$ cat src/rtl/glzw_pkg.sv
// Shared constants and the group type for the GIF literal LZW packer.
// Used by every module of the block; no dependencies.
package glzw_pkg;

	localparam int CLEAR_INTERVAL_DEF = 250;
	localparam int BLOCK_MAX_DEF      = 255;

	localparam int CODE_BITS = 9;
	localparam logic [CODE_BITS-1:0] CLEAR_CODE = 9'd256;
	localparam logic [CODE_BITS-1:0] END_CODE   = 9'd257;

	// Seven held bits plus four codes fit in six bytes.
	localparam int GRP_W   = 48;
	localparam int MAX_OUT = 8;

	localparam logic [1:0] KIND_DATA = 2'd0;
	localparam logic [1:0] KIND_LEN  = 2'd1;
	localparam logic [1:0] KIND_TERM = 2'd2;

	// Packed code bits of one pixel, ready for byte framing.
	typedef struct packed {
		logic [GRP_W-1:0] bits;
		logic [2:0]       nbytes;
		logic             term;
		logic             start;
	} glzw_grp_t;

endpackage

$ cat src/rtl/gif_literal_lzw_packer_top.sv
// Top level of the GIF literal LZW packer: frame length unit, packer and byte framer.
// Depends on glzw_pkg, glzw_frame_len, glzw_packer and glzw_serializer.
//
// Usage: write the frame's pixel count on cfg_we/cfg_wdata, then stream palette
// indices on in_valid/in_ready/pixel_index. Each pixel turns into 9-bit codes packed
// LSB-first; the bytes leave one beat per cycle on out_valid/out_ready with
// byte_kind (code data, sub-block length, terminator), run_last on the last beat a
// pixel caused and frame_done on the terminator.
// A pixel's first byte passes the input, group and output registers before out_valid.
// Throughput: one output beat per cycle while out_ready is high, one per byte of a
// pixel (one or two data bytes, more where clear codes join the literal, plus a
// length byte at sub-block starts and the end code, pad and terminator on the last
// pixel). The input register accepts the next pixel while the current one is framed.
// A pixel count write starts a pass (reciprocal multiply for the divide by the clear
// interval, code count, byte count); in_ready stays low until the pass ends.
// Reset: pixel count 1, no frame in progress, output empty; no divide pass needed.
// Stall: a low out_ready holds the output byte; the framer and packer hold too and
// in_ready drops once the input register is full.
module gif_literal_lzw_packer_top #(
	parameter int CLEAR_INTERVAL = glzw_pkg::CLEAR_INTERVAL_DEF,
	parameter int BLOCK_MAX      = glzw_pkg::BLOCK_MAX_DEF
) (
	input  logic        clk,
	input  logic        arst_n,
	input  logic        cfg_we,
	input  logic [31:0] cfg_wdata,
	input  logic        in_valid,
	output logic        in_ready,
	input  logic [7:0]  pixel_index,
	output logic        out_valid,
	input  logic        out_ready,
	output logic [7:0]  out_byte,
	output logic [1:0]  byte_kind,
	output logic        run_last,
	output logic        frame_done
);

	logic                pixel_count;
	logic [31:0]         np;
	logic [32:0]         data_total;
	logic                len_busy;
	logic                pk_ready;
	logic                grp_valid;
	logic                grp_take;
	glzw_pkg::glzw_grp_t grp;

	glzw_frame_len #(
		.CLEAR_INTERVAL(CLEAR_INTERVAL)
	) u_frame_len (
		.clk        (clk),
		.arst_n     (arst_n),
		.cfg_we     (cfg_we),
		.cfg_wdata  (cfg_wdata),
		.pixel_count(np),
		.data_total (data_total),
		.busy       (len_busy)
	);

	glzw_packer #(
		.CLEAR_INTERVAL(CLEAR_INTERVAL)
	) u_packer (
		.clk        (clk),
		.arst_n     (arst_n),
		.in_valid   (in_valid && !len_busy),
		.in_ready   (pk_ready),
		.pixel_index(pixel_index),
		.pixel_count(np),
		.grp_valid  (grp_valid),
		.grp        (grp),
		.grp_take   (grp_take)
	);

	glzw_serializer #(
		.BLOCK_MAX(BLOCK_MAX)
	) u_serializer (
		.clk       (clk),
		.arst_n    (arst_n),
		.grp_valid (grp_valid),
		.grp       (grp),
		.grp_take  (grp_take),
		.data_total(data_total),
		.out_valid (out_valid),
		.out_ready (out_ready),
		.out_byte  (out_byte),
		.byte_kind (byte_kind),
		.run_last  (run_last),
		.frame_done(frame_done)
	);

	assign pixel_count = np != 32'd0;
	assign in_ready    = pk_ready && !len_busy && pixel_count;

	// hold off pixels while the frame byte count is being recomputed
	a_no_accept_busy: assert property (@(posedge clk) disable iff (!arst_n)
		len_busy |-> !in_ready)
		else $error("pixel accepted during frame length computation");

	// the terminator beat always closes a pixel's run and carries a zero byte
	a_term_last: assert property (@(posedge clk) disable iff (!arst_n)
		out_valid && frame_done |-> run_last && out_byte == 8'd0)
		else $error("terminator beat malformed");

	// a sub-block never announces zero bytes
	a_len_nonzero: assert property (@(posedge clk) disable iff (!arst_n)
		out_valid && byte_kind == glzw_pkg::KIND_LEN |-> out_byte != 8'd0)
		else $error("zero sub-block length");

endmodule

$ cat src/rtl/glzw_frame_len.sv
// Pixel count register and frame data byte count, derived by a reciprocal multiply.
// Depends on glzw_pkg.
module glzw_frame_len #(
	parameter int CLEAR_INTERVAL = glzw_pkg::CLEAR_INTERVAL_DEF
) (
	input  logic        clk,
	input  logic        arst_n,
	input  logic        cfg_we,
	input  logic [31:0] cfg_wdata,
	output logic [31:0] pixel_count,
	output logic [32:0] data_total,
	output logic        busy
);

	// floor(n / CLEAR_INTERVAL) equals (n * RECIP) >> RECIP_SH for every 32-bit n
	localparam int RECIP_SH = 32 + $clog2(CLEAR_INTERVAL);
	localparam logic [32:0] RECIP =
		33'(((64'd1 << RECIP_SH) + 64'(CLEAR_INTERVAL) - 64'd1) / 64'(CLEAR_INTERVAL));
	localparam int RST_CODES = 1 + 1 / CLEAR_INTERVAL + 2;
	localparam int RST_TOTAL = (RST_CODES * 9 + 7) / 8;

	logic [31:0] np_q;
	logic [31:0] quo_q;
	logic [33:0] codes_q;
	logic [32:0] total_q;
	logic [1:0]  cnt_q;

	logic [64:0] prod;
	logic [37:0] bits9;
	logic [32:0] bytes_up;

	assign prod     = {33'd0, np_q} * {32'd0, RECIP};
	assign bits9    = 38'({codes_q, 3'b000}) + 38'(codes_q);
	assign bytes_up = 33'((bits9 + 38'd7) >> 3);

	// three steps after a write: quotient, code count, byte count
	always_ff @(posedge clk or negedge arst_n) begin
		if (!arst_n) begin
			np_q    <= 32'd1;
			cnt_q   <= '0;
			total_q <= 33'(RST_TOTAL);
		end else if (cfg_we) begin
			// a zero count stands for one pixel
			np_q  <= (cfg_wdata == 32'd0) ? 32'd1 : cfg_wdata;
			cnt_q <= 2'd3;
		end else if (cnt_q == 2'd1) begin
			total_q <= bytes_up;
			cnt_q   <= '0;
		end else if (cnt_q != 2'd0) begin
			cnt_q <= cnt_q - 2'd1;
		end
	end

	always_ff @(posedge clk) begin
		if (cnt_q == 2'd3) begin
			quo_q <= 32'(prod >> RECIP_SH);
		end
		if (cnt_q == 2'd2) begin
			codes_q <= 34'(np_q) + 34'(quo_q) + 34'd2;
		end
	end

	assign pixel_count = np_q;
	assign data_total  = total_q;
	assign busy        = cnt_q != 2'd0;

endmodule

$ cat src/rtl/glzw_packer.sv
// Pixel input register and code packer: clear, literal, clear and end codes into one group.
// Depends on glzw_pkg.
module glzw_packer #(
	parameter int CLEAR_INTERVAL = glzw_pkg::CLEAR_INTERVAL_DEF
) (
	input  logic                clk,
	input  logic                arst_n,
	input  logic                in_valid,
	output logic                in_ready,
	input  logic [7:0]          pixel_index,
	input  logic [31:0]         pixel_count,
	output logic                grp_valid,
	output glzw_pkg::glzw_grp_t grp,
	input  logic                grp_take
);

	localparam int GW = glzw_pkg::GRP_W;

	logic        v_s1;
	logic [7:0]  px_s1;
	logic        started_q;
	logic [6:0]  hold_q;
	logic [2:0]  hold_cnt_q;
	logic [7:0]  lits_q;
	logic [31:0] pl_q;

	logic [GW-1:0] acc;
	logic [GW-1:0] rest;
	logic [5:0]    off;
	logic [7:0]    lits1;
	logic          ivl;
	logic [31:0]   pl_n;
	logic          last;
	logic [2:0]    nb;

	always_comb begin
		logic        start;
		logic [31:0] pl;
		start = !started_q;
		acc   = start ? '0 : GW'(hold_q);
		off   = start ? 6'd0 : 6'(hold_cnt_q);
		if (start) begin
			acc = acc | (GW'(glzw_pkg::CLEAR_CODE) << off);
			off = off + 6'd9;
		end
		acc   = acc | (GW'(px_s1) << off);
		off   = off + 6'd9;
		lits1 = (start ? 8'd0 : lits_q) + 8'd1;
		ivl   = lits1 >= 8'(CLEAR_INTERVAL);
		if (ivl) begin
			acc = acc | (GW'(glzw_pkg::CLEAR_CODE) << off);
			off = off + 6'd9;
		end
		pl   = start ? pixel_count : pl_q;
		pl_n = (pl != 32'd0) ? pl - 32'd1 : 32'd0;
		last = pl_n == 32'd0;
		if (last) begin
			acc = acc | (GW'(glzw_pkg::END_CODE) << off);
			off = off + 6'd9;
		end
		// pad the final partial byte with zeros
		nb   = last ? 3'((off + 6'd7) >> 3) : 3'(off >> 3);
		rest = acc >> {nb, 3'b000};
	end

	assign grp_valid  = v_s1;
	assign grp.bits   = acc;
	assign grp.nbytes = nb;
	assign grp.term   = last;
	assign grp.start  = !started_q;
	assign in_ready   = !v_s1 || grp_take;

	always_ff @(posedge clk or negedge arst_n) begin
		if (!arst_n) begin
			v_s1       <= 1'b0;
			started_q  <= 1'b0;
			hold_q     <= '0;
			hold_cnt_q <= '0;
			lits_q     <= '0;
			pl_q       <= '0;
		end else begin
			if (in_valid && in_ready) begin
				v_s1 <= 1'b1;
			end else if (grp_take) begin
				v_s1 <= 1'b0;
			end
			if (grp_take) begin
				started_q  <= !last;
				hold_q     <= last ? 7'd0 : rest[6:0];
				hold_cnt_q <= last ? 3'd0 : off[2:0];
				lits_q     <= (ivl || last) ? 8'd0 : lits1;
				pl_q       <= pl_n;
			end
		end
	end

	always_ff @(posedge clk) begin
		if (in_valid && in_ready) begin
			px_s1 <= pixel_index;
		end
	end

endmodule

$ cat src/rtl/glzw_serializer.sv
// Byte framer: walks a group a byte a cycle unless stalled, inserts sub-block length
// bytes and the terminator, and drives the output register. Depends on glzw_pkg.
module glzw_serializer #(
	parameter int BLOCK_MAX = glzw_pkg::BLOCK_MAX_DEF
) (
	input  logic                clk,
	input  logic                arst_n,
	input  logic                grp_valid,
	input  glzw_pkg::glzw_grp_t grp,
	output logic                grp_take,
	input  logic [32:0]         data_total,
	output logic                out_valid,
	input  logic                out_ready,
	output logic [7:0]          out_byte,
	output logic [1:0]          byte_kind,
	output logic                run_last,
	output logic                frame_done
);

	localparam int GW = glzw_pkg::GRP_W;

	logic          busy_q;
	logic [GW-1:0] bits_q;
	logic [2:0]    nbytes_q;
	logic          term_q;
	logic [2:0]    j_q;
	logic [3:0]    e_q;
	logic [32:0]   data_left_q;
	logic [7:0]    block_left_q;
	logic          ov_q;
	logic [7:0]    ob_q;
	logic [1:0]    ok_q;
	logic          ol_q;

	logic          adv, in_data, skip, len_step, dat_step, term_step;
	logic          last_j, fin, cand_last, emit;
	logic [7:0]    len_byte, cur_byte, cand_byte;
	logic [1:0]    cand_kind;
	logic [GW-1:0] shifted;

	assign adv       = busy_q && (!ov_q || out_ready);
	assign in_data   = j_q < nbytes_q;
	assign skip      = in_data && data_left_q == 33'd0;
	assign len_step  = in_data && !skip && block_left_q == 8'd0;
	assign dat_step  = in_data && !skip && block_left_q != 8'd0;
	assign term_step = !in_data && term_q;
	assign last_j    = j_q == nbytes_q - 3'd1;
	assign fin       = ((skip || dat_step) && last_j && !term_q) || !in_data;
	// a data byte ends the beat run when nothing later in the group survives
	assign cand_last = term_step ||
		(dat_step && !term_q && (last_j || data_left_q == 33'd1));
	assign emit      = adv && (len_step || dat_step || term_step) &&
		e_q < 4'(glzw_pkg::MAX_OUT);

	assign shifted  = bits_q >> {j_q, 3'b000};
	assign cur_byte = shifted[7:0];
	assign len_byte = (data_left_q < 33'(BLOCK_MAX)) ? data_left_q[7:0] : 8'(BLOCK_MAX);

	always_comb begin
		cand_byte = cur_byte;
		cand_kind = glzw_pkg::KIND_DATA;
		if (len_step) begin
			cand_byte = len_byte;
			cand_kind = glzw_pkg::KIND_LEN;
		end else if (term_step) begin
			cand_byte = 8'd0;
			cand_kind = glzw_pkg::KIND_TERM;
		end
	end

	assign grp_take = grp_valid && (!busy_q || (adv && fin));

	always_ff @(posedge clk or negedge arst_n) begin
		if (!arst_n) begin
			busy_q       <= 1'b0;
			j_q          <= '0;
			e_q          <= '0;
			data_left_q  <= '0;
			block_left_q <= '0;
			ov_q         <= 1'b0;
		end else begin
			if (emit) begin
				ov_q <= 1'b1;
			end else if (out_ready) begin
				ov_q <= 1'b0;
			end
			// load the next group over the finishing one
			if (grp_take) begin
				busy_q <= 1'b1;
				j_q    <= '0;
				e_q    <= '0;
			end else begin
				if (adv && fin) begin
					busy_q <= 1'b0;
				end
				if (adv && (skip || dat_step)) begin
					j_q <= j_q + 3'd1;
				end
				if (emit) begin
					e_q <= e_q + 4'd1;
				end
			end
			if (grp_take && grp.start) begin
				data_left_q  <= data_total;
				block_left_q <= '0;
			end else if (adv) begin
				if (len_step) begin
					block_left_q <= len_byte;
				end
				if (dat_step) begin
					block_left_q <= block_left_q - 8'd1;
					data_left_q  <= data_left_q - 33'd1;
				end
			end
		end
	end

	always_ff @(posedge clk) begin
		if (grp_take) begin
			bits_q   <= grp.bits;
			nbytes_q <= grp.nbytes;
			term_q   <= grp.term;
		end
		if (emit) begin
			ob_q <= cand_byte;
			ok_q <= cand_kind;
			ol_q <= cand_last || e_q == 4'(glzw_pkg::MAX_OUT - 1);
		end
	end

	assign out_valid  = ov_q;
	assign out_byte   = ob_q;
	assign byte_kind  = ok_q;
	assign run_last   = ol_q;
	assign frame_done = ok_q == glzw_pkg::KIND_TERM;

endmodule
$ cat config.mk
export PLATFORM = sky130hd
export DESIGN_NAME = gif_literal_lzw_packer_top
export DESIGN_NICKNAME = d
export VERILOG_FILES = /design/src/rtl/glzw_pkg.sv /design/src/rtl/gif_literal_lzw_packer_top.sv /design/src/rtl/glzw_frame_len.sv /design/src/rtl/glzw_packer.sv /design/src/rtl/glzw_serializer.sv
export SDC_FILE = /design/constraint.sdc
export NUM_CORES = 2
export LEC_CHECK = 0
export BUFFER_PORTS_ARGS = -buffer_cell sky130_fd_sc_hd__buf_4
export CORE_MARGIN = 5
export CORE_UTILIZATION = 60
export DETAILED_ROUTE_END_ITERATION = 7
export PLACE_DENSITY = 0.78
export SLEW_MARGIN = 20
export SYNTH_ARGS = -nofsm -noshare
export SYNTH_HDL_FRONTEND = slang
export SYNTH_SLANG_ARGS = --single-unit
$ cat constraint.sdc
create_clock -name clk -period 12.15 [get_ports clk]
set_clock_uncertainty 0.05 [all_clocks]
set_input_delay 1.215 -clock clk [delete_from_list [all_inputs] [get_ports clk]]
set_output_delay 1.215 -clock clk [all_outputs]
set_load 0.02 [all_outputs]
==> impl_metrics.json <==
{
  "synth_top_family_by_area": "adder cells",
  "yosys-top-cells-area": "ha_1 (18%), fa_1 (18%), dfrtp_1 (13%)",
  "ys_types": 94,
  "ys_ff_latch": 299,
  "worst_pin_slew_ns": 1.10,
  "diodes": 0,
  "cts_resized": 0,
  "startpoint_type": "register",
  "dr.pass1.iters": 7,
  "slew_violations": 0,
  "r2r_cells": 25,
  "muxShareOfSynthArea_pct": 2.30,
  "grt_max_degree": 91,
  "synth-seq-area-share_pct": 24.4,
  "timing.final.ws_setup_ns": 3.15,
  "grt_pass1_vias": 25500,
  "area.growth.synth_to_final_pct": 7.31,
  "boundaryPins": 59,
  "synth_fa_ha_area_share_pct": 36.4,
  "status": "completed",
  "r2r-start": "u_frame_len.pixel_count[9]",
  "synth_compound_area_share_pct": 11.9,
  "synth_area_um2": 33300,
  "finalSetupTns_ns": 0,
  "core_um2": 55000,
  "yosys.area_share.xor_xnor_pct": 4.82,
  "antenna_left": 0,
  "hold_viol_final": 0,
  "drt_iter0_drc": 2731,
  "syn_inst": 3466,
  "crit_arrival_ns": 9.28,
  "initial_core_util_pct": 60.5,
  "cts_hold_buf": 0,
  "endpoint_kind": "register",
  "min_path_cells": 2,
  "synth-async-reset-ratio_pct": 56.5,
  "die_width_um": 246,
  "cts_sinks": 299,
  "postRouteWirelength_mm": 90.5,
  "vias": 25800,
  "grt_pass1_wl_mm": 143,
  "synth.top_cell.area_share_pct": 18.5,
  "synthSimpleGateAreaFrac_pct": 12.2,
  "port_buffers": 58,
  "synth_edf_count": 130,
  "hold_start": "u_frame_len.data_total[28]",
  "post-route-period-util_pct": 74.1,
  "rows": 86,
  "hpwl_mm": 71.4,
  "min_path_type": "reg -> reg",
  "final_nets": 4332,
  "crit_fanout": 15,
  "yosysTopAreaCell": "ha_1",
  "period_needed_ns": 9.00,
  "gr-total-overflow": 0,
  "crit_type": "reg -> reg",
  "drc": 0,
  "cts_tree": "built",
  "grt_usage_pct": 30.2,
  "die_area_um2": 60300,
  "pre_cts_ws_ns": 3.32,
  "cts_htree_levels": 2,
  "routabilityCongestion": 1.02,
  "dieHeight_um": 246,
  "worstPathRequired_ns": 12.43,
  "relSlewSlack_pct": 26.5,
  "clock_path_buffers": 3,
  "clk_latency_ns": 0.58,
  "cts_setup_buffers": 0,
  "setup_viol": 0,
  "yosysWarnings": 0,
  "drv_cap": 0,
  "crit_path_start": "u_frame_len.pixel_count[9]",
  "avgViaCountPerCell": 6.04,
  "antenna_found_initial": 0,
  "cts_root_buf": "clkbuf_16",
  "syn_area_per_cell_um2": 9.60,
  "path_clk_slew_ns": 0.06,
  "synth_top_flop_cell": "dfrtp_1",
  "routedWlPerCell_um": 21.2,
  "rsz0062_at_grt": "no",
  "drive_above_1_share_pct": 5.84,
  "syn_nets": 4301,
  "numCtsBuffers": 37,
  "clock.fmax_mhz": 111
}
## state kept, by name, summed over array words and instances (netlist names), 2 cells and up
register / cells
u_frame_len.pixel_count: 32
u_packer.hold_q: 7
u_serializer.byte_kind: 2
u_serializer.block_left_q: 8
u_serializer.e_q: 4
u_frame_len.quo_q: 25
u_packer.lits_q: 8
u_packer.px_s1: 8
u_serializer.j_q: 3
u_serializer.nbytes_q: 3
u_serializer.out_byte: 8
u_frame_len.cnt_q: 2
u_frame_len.data_total: 33
u_packer.hold_cnt_q: 3
u_serializer.data_left_q: 33
u_serializer.bits_q: 48
u_packer.pl_q: 32
u_frame_len.codes_q: 34
## kinds of logic after synthesis
logic type / after synthesis
compound gates: 621
xor+xnor: 181
buf+inv: 683
mux: 65
fa+ha+maj: 790
simple gates: 826
flops: 299
other cells: 1
## Yosys cell counts (23+ instances only)
cell type,instances
inv_1,587
a21o_1,61
o21ai_0,205
nor2b_1,23
fa_1,299
mux2i_1,48
nand4_1,38
a21oi_1,119
xor2_1,58
dfrtp_1,167
nand2b_1,25
or3_1,30
nand3_1,66
edfxtp_1,130
xnor2_1,122
o22ai_1,28
clkbuf_1,66
nor4_1,37
nor3_1,66
ha_1,491
o31ai_1,30
nand2_1,285
nor2_1,151
## final timing paths
check,to,slack (ns)
worst max-delay path,u_frame_len.quo_q[22],3.15
worst min-delay path,u_serializer.data_left_q[28],0.41
worst max register to register,u_frame_len.quo_q[22],3.15
worst min register to register,u_serializer.data_left_q[28],0.41
max in group asynchronous,u_packer.hold_q[6],10.11
min in group asynchronous,u_frame_len.pixel_count[4],0.59
## critical path, stage by stage (launching register included)
cell,delay [ns]
dfrtp_1,1.07
inv_1,0.26
ha_1,0.46
ha_1,0.18
inv_1,0.07
fa_1,0.50
fa_1,0.51
inv_1,0.09
fa_1,0.58
inv_1,0.09
fa_1,0.55
inv_1,0.06
fa_1,0.53
inv_1,0.05
fa_1,0.49
inv_1,0.04
ha_1,0.33
nand3_1,0.08
or3_1,0.36
nor4_1,0.37
o2111ai_1,0.30
a211oi_1,0.60
o21ai_0,0.34
o31ai_1,0.47
mux2i_1,0.13
and3_1,0.19
## layout make-up
| class | count | area [um^2] |
|---|---|---|
| multi-input cells | 2484 | 22600 |
| clock buffers | 45 | 966 |
| fillers | 4418 | 19300 |
| clock inverters | 23 | 267 |
| well taps | 748 | 936 |
| repair buffers | 83 | 627 |
| flip-flops and latches | 299 | 8140 |
| inverters | 592 | 2220 |
## cell usage in the layout (no fill, tap or decap), drive strengths merged, types with 23 or more instances in the layout
master	netlist	routed
xnor2	123	123
nor2b	23	23
nor2	152	152
buf	25	83
edfxtp	130	130
nand3	66	66
nand4	38	38
or3	30	30
nand2b	25	25
nand2	285	285
xor2	58	58
a21o	61	61
o21ai	208	208
nor3	68	68
o22ai	28	28
fa	299	299
dfrtp	167	167
clkbuf	66	45
nor4	39	39
a21oi	119	119
o31ai	30	30
ha	491	491
inv	587	594
mux2i	48	48
## routing by layer
layer / vias up / track usage (%) / routed length (um)
li1: 11900 / - / -
met1: 12500 / 44.0 / 38700
met2: 1228 / 44.7 / 38900
met3: 221 / 8.50 / 10200
met4: 0 / 7.93 / 2740
met5: - / 0 / 0
## per-stage QoR
step	instance area [um^2]	utilization (%)	hold slack (ns)	instances
2_1_floorplan	33300	-	0.389	3466
3_3_place_gp	34500	62.7	0.403	4206
3_5_place_dp	34500	62.7	0.414	4206
4_1_cts	35700	64.9	0.418	4274
5_1_grt	35700	64.9	0.447	4274
6_report	35700	64.9	0.412	4274
Power is left out: the tool's default activity adds up to more than one toggle a clock period on the data nets, which glitch-free logic cannot reach.
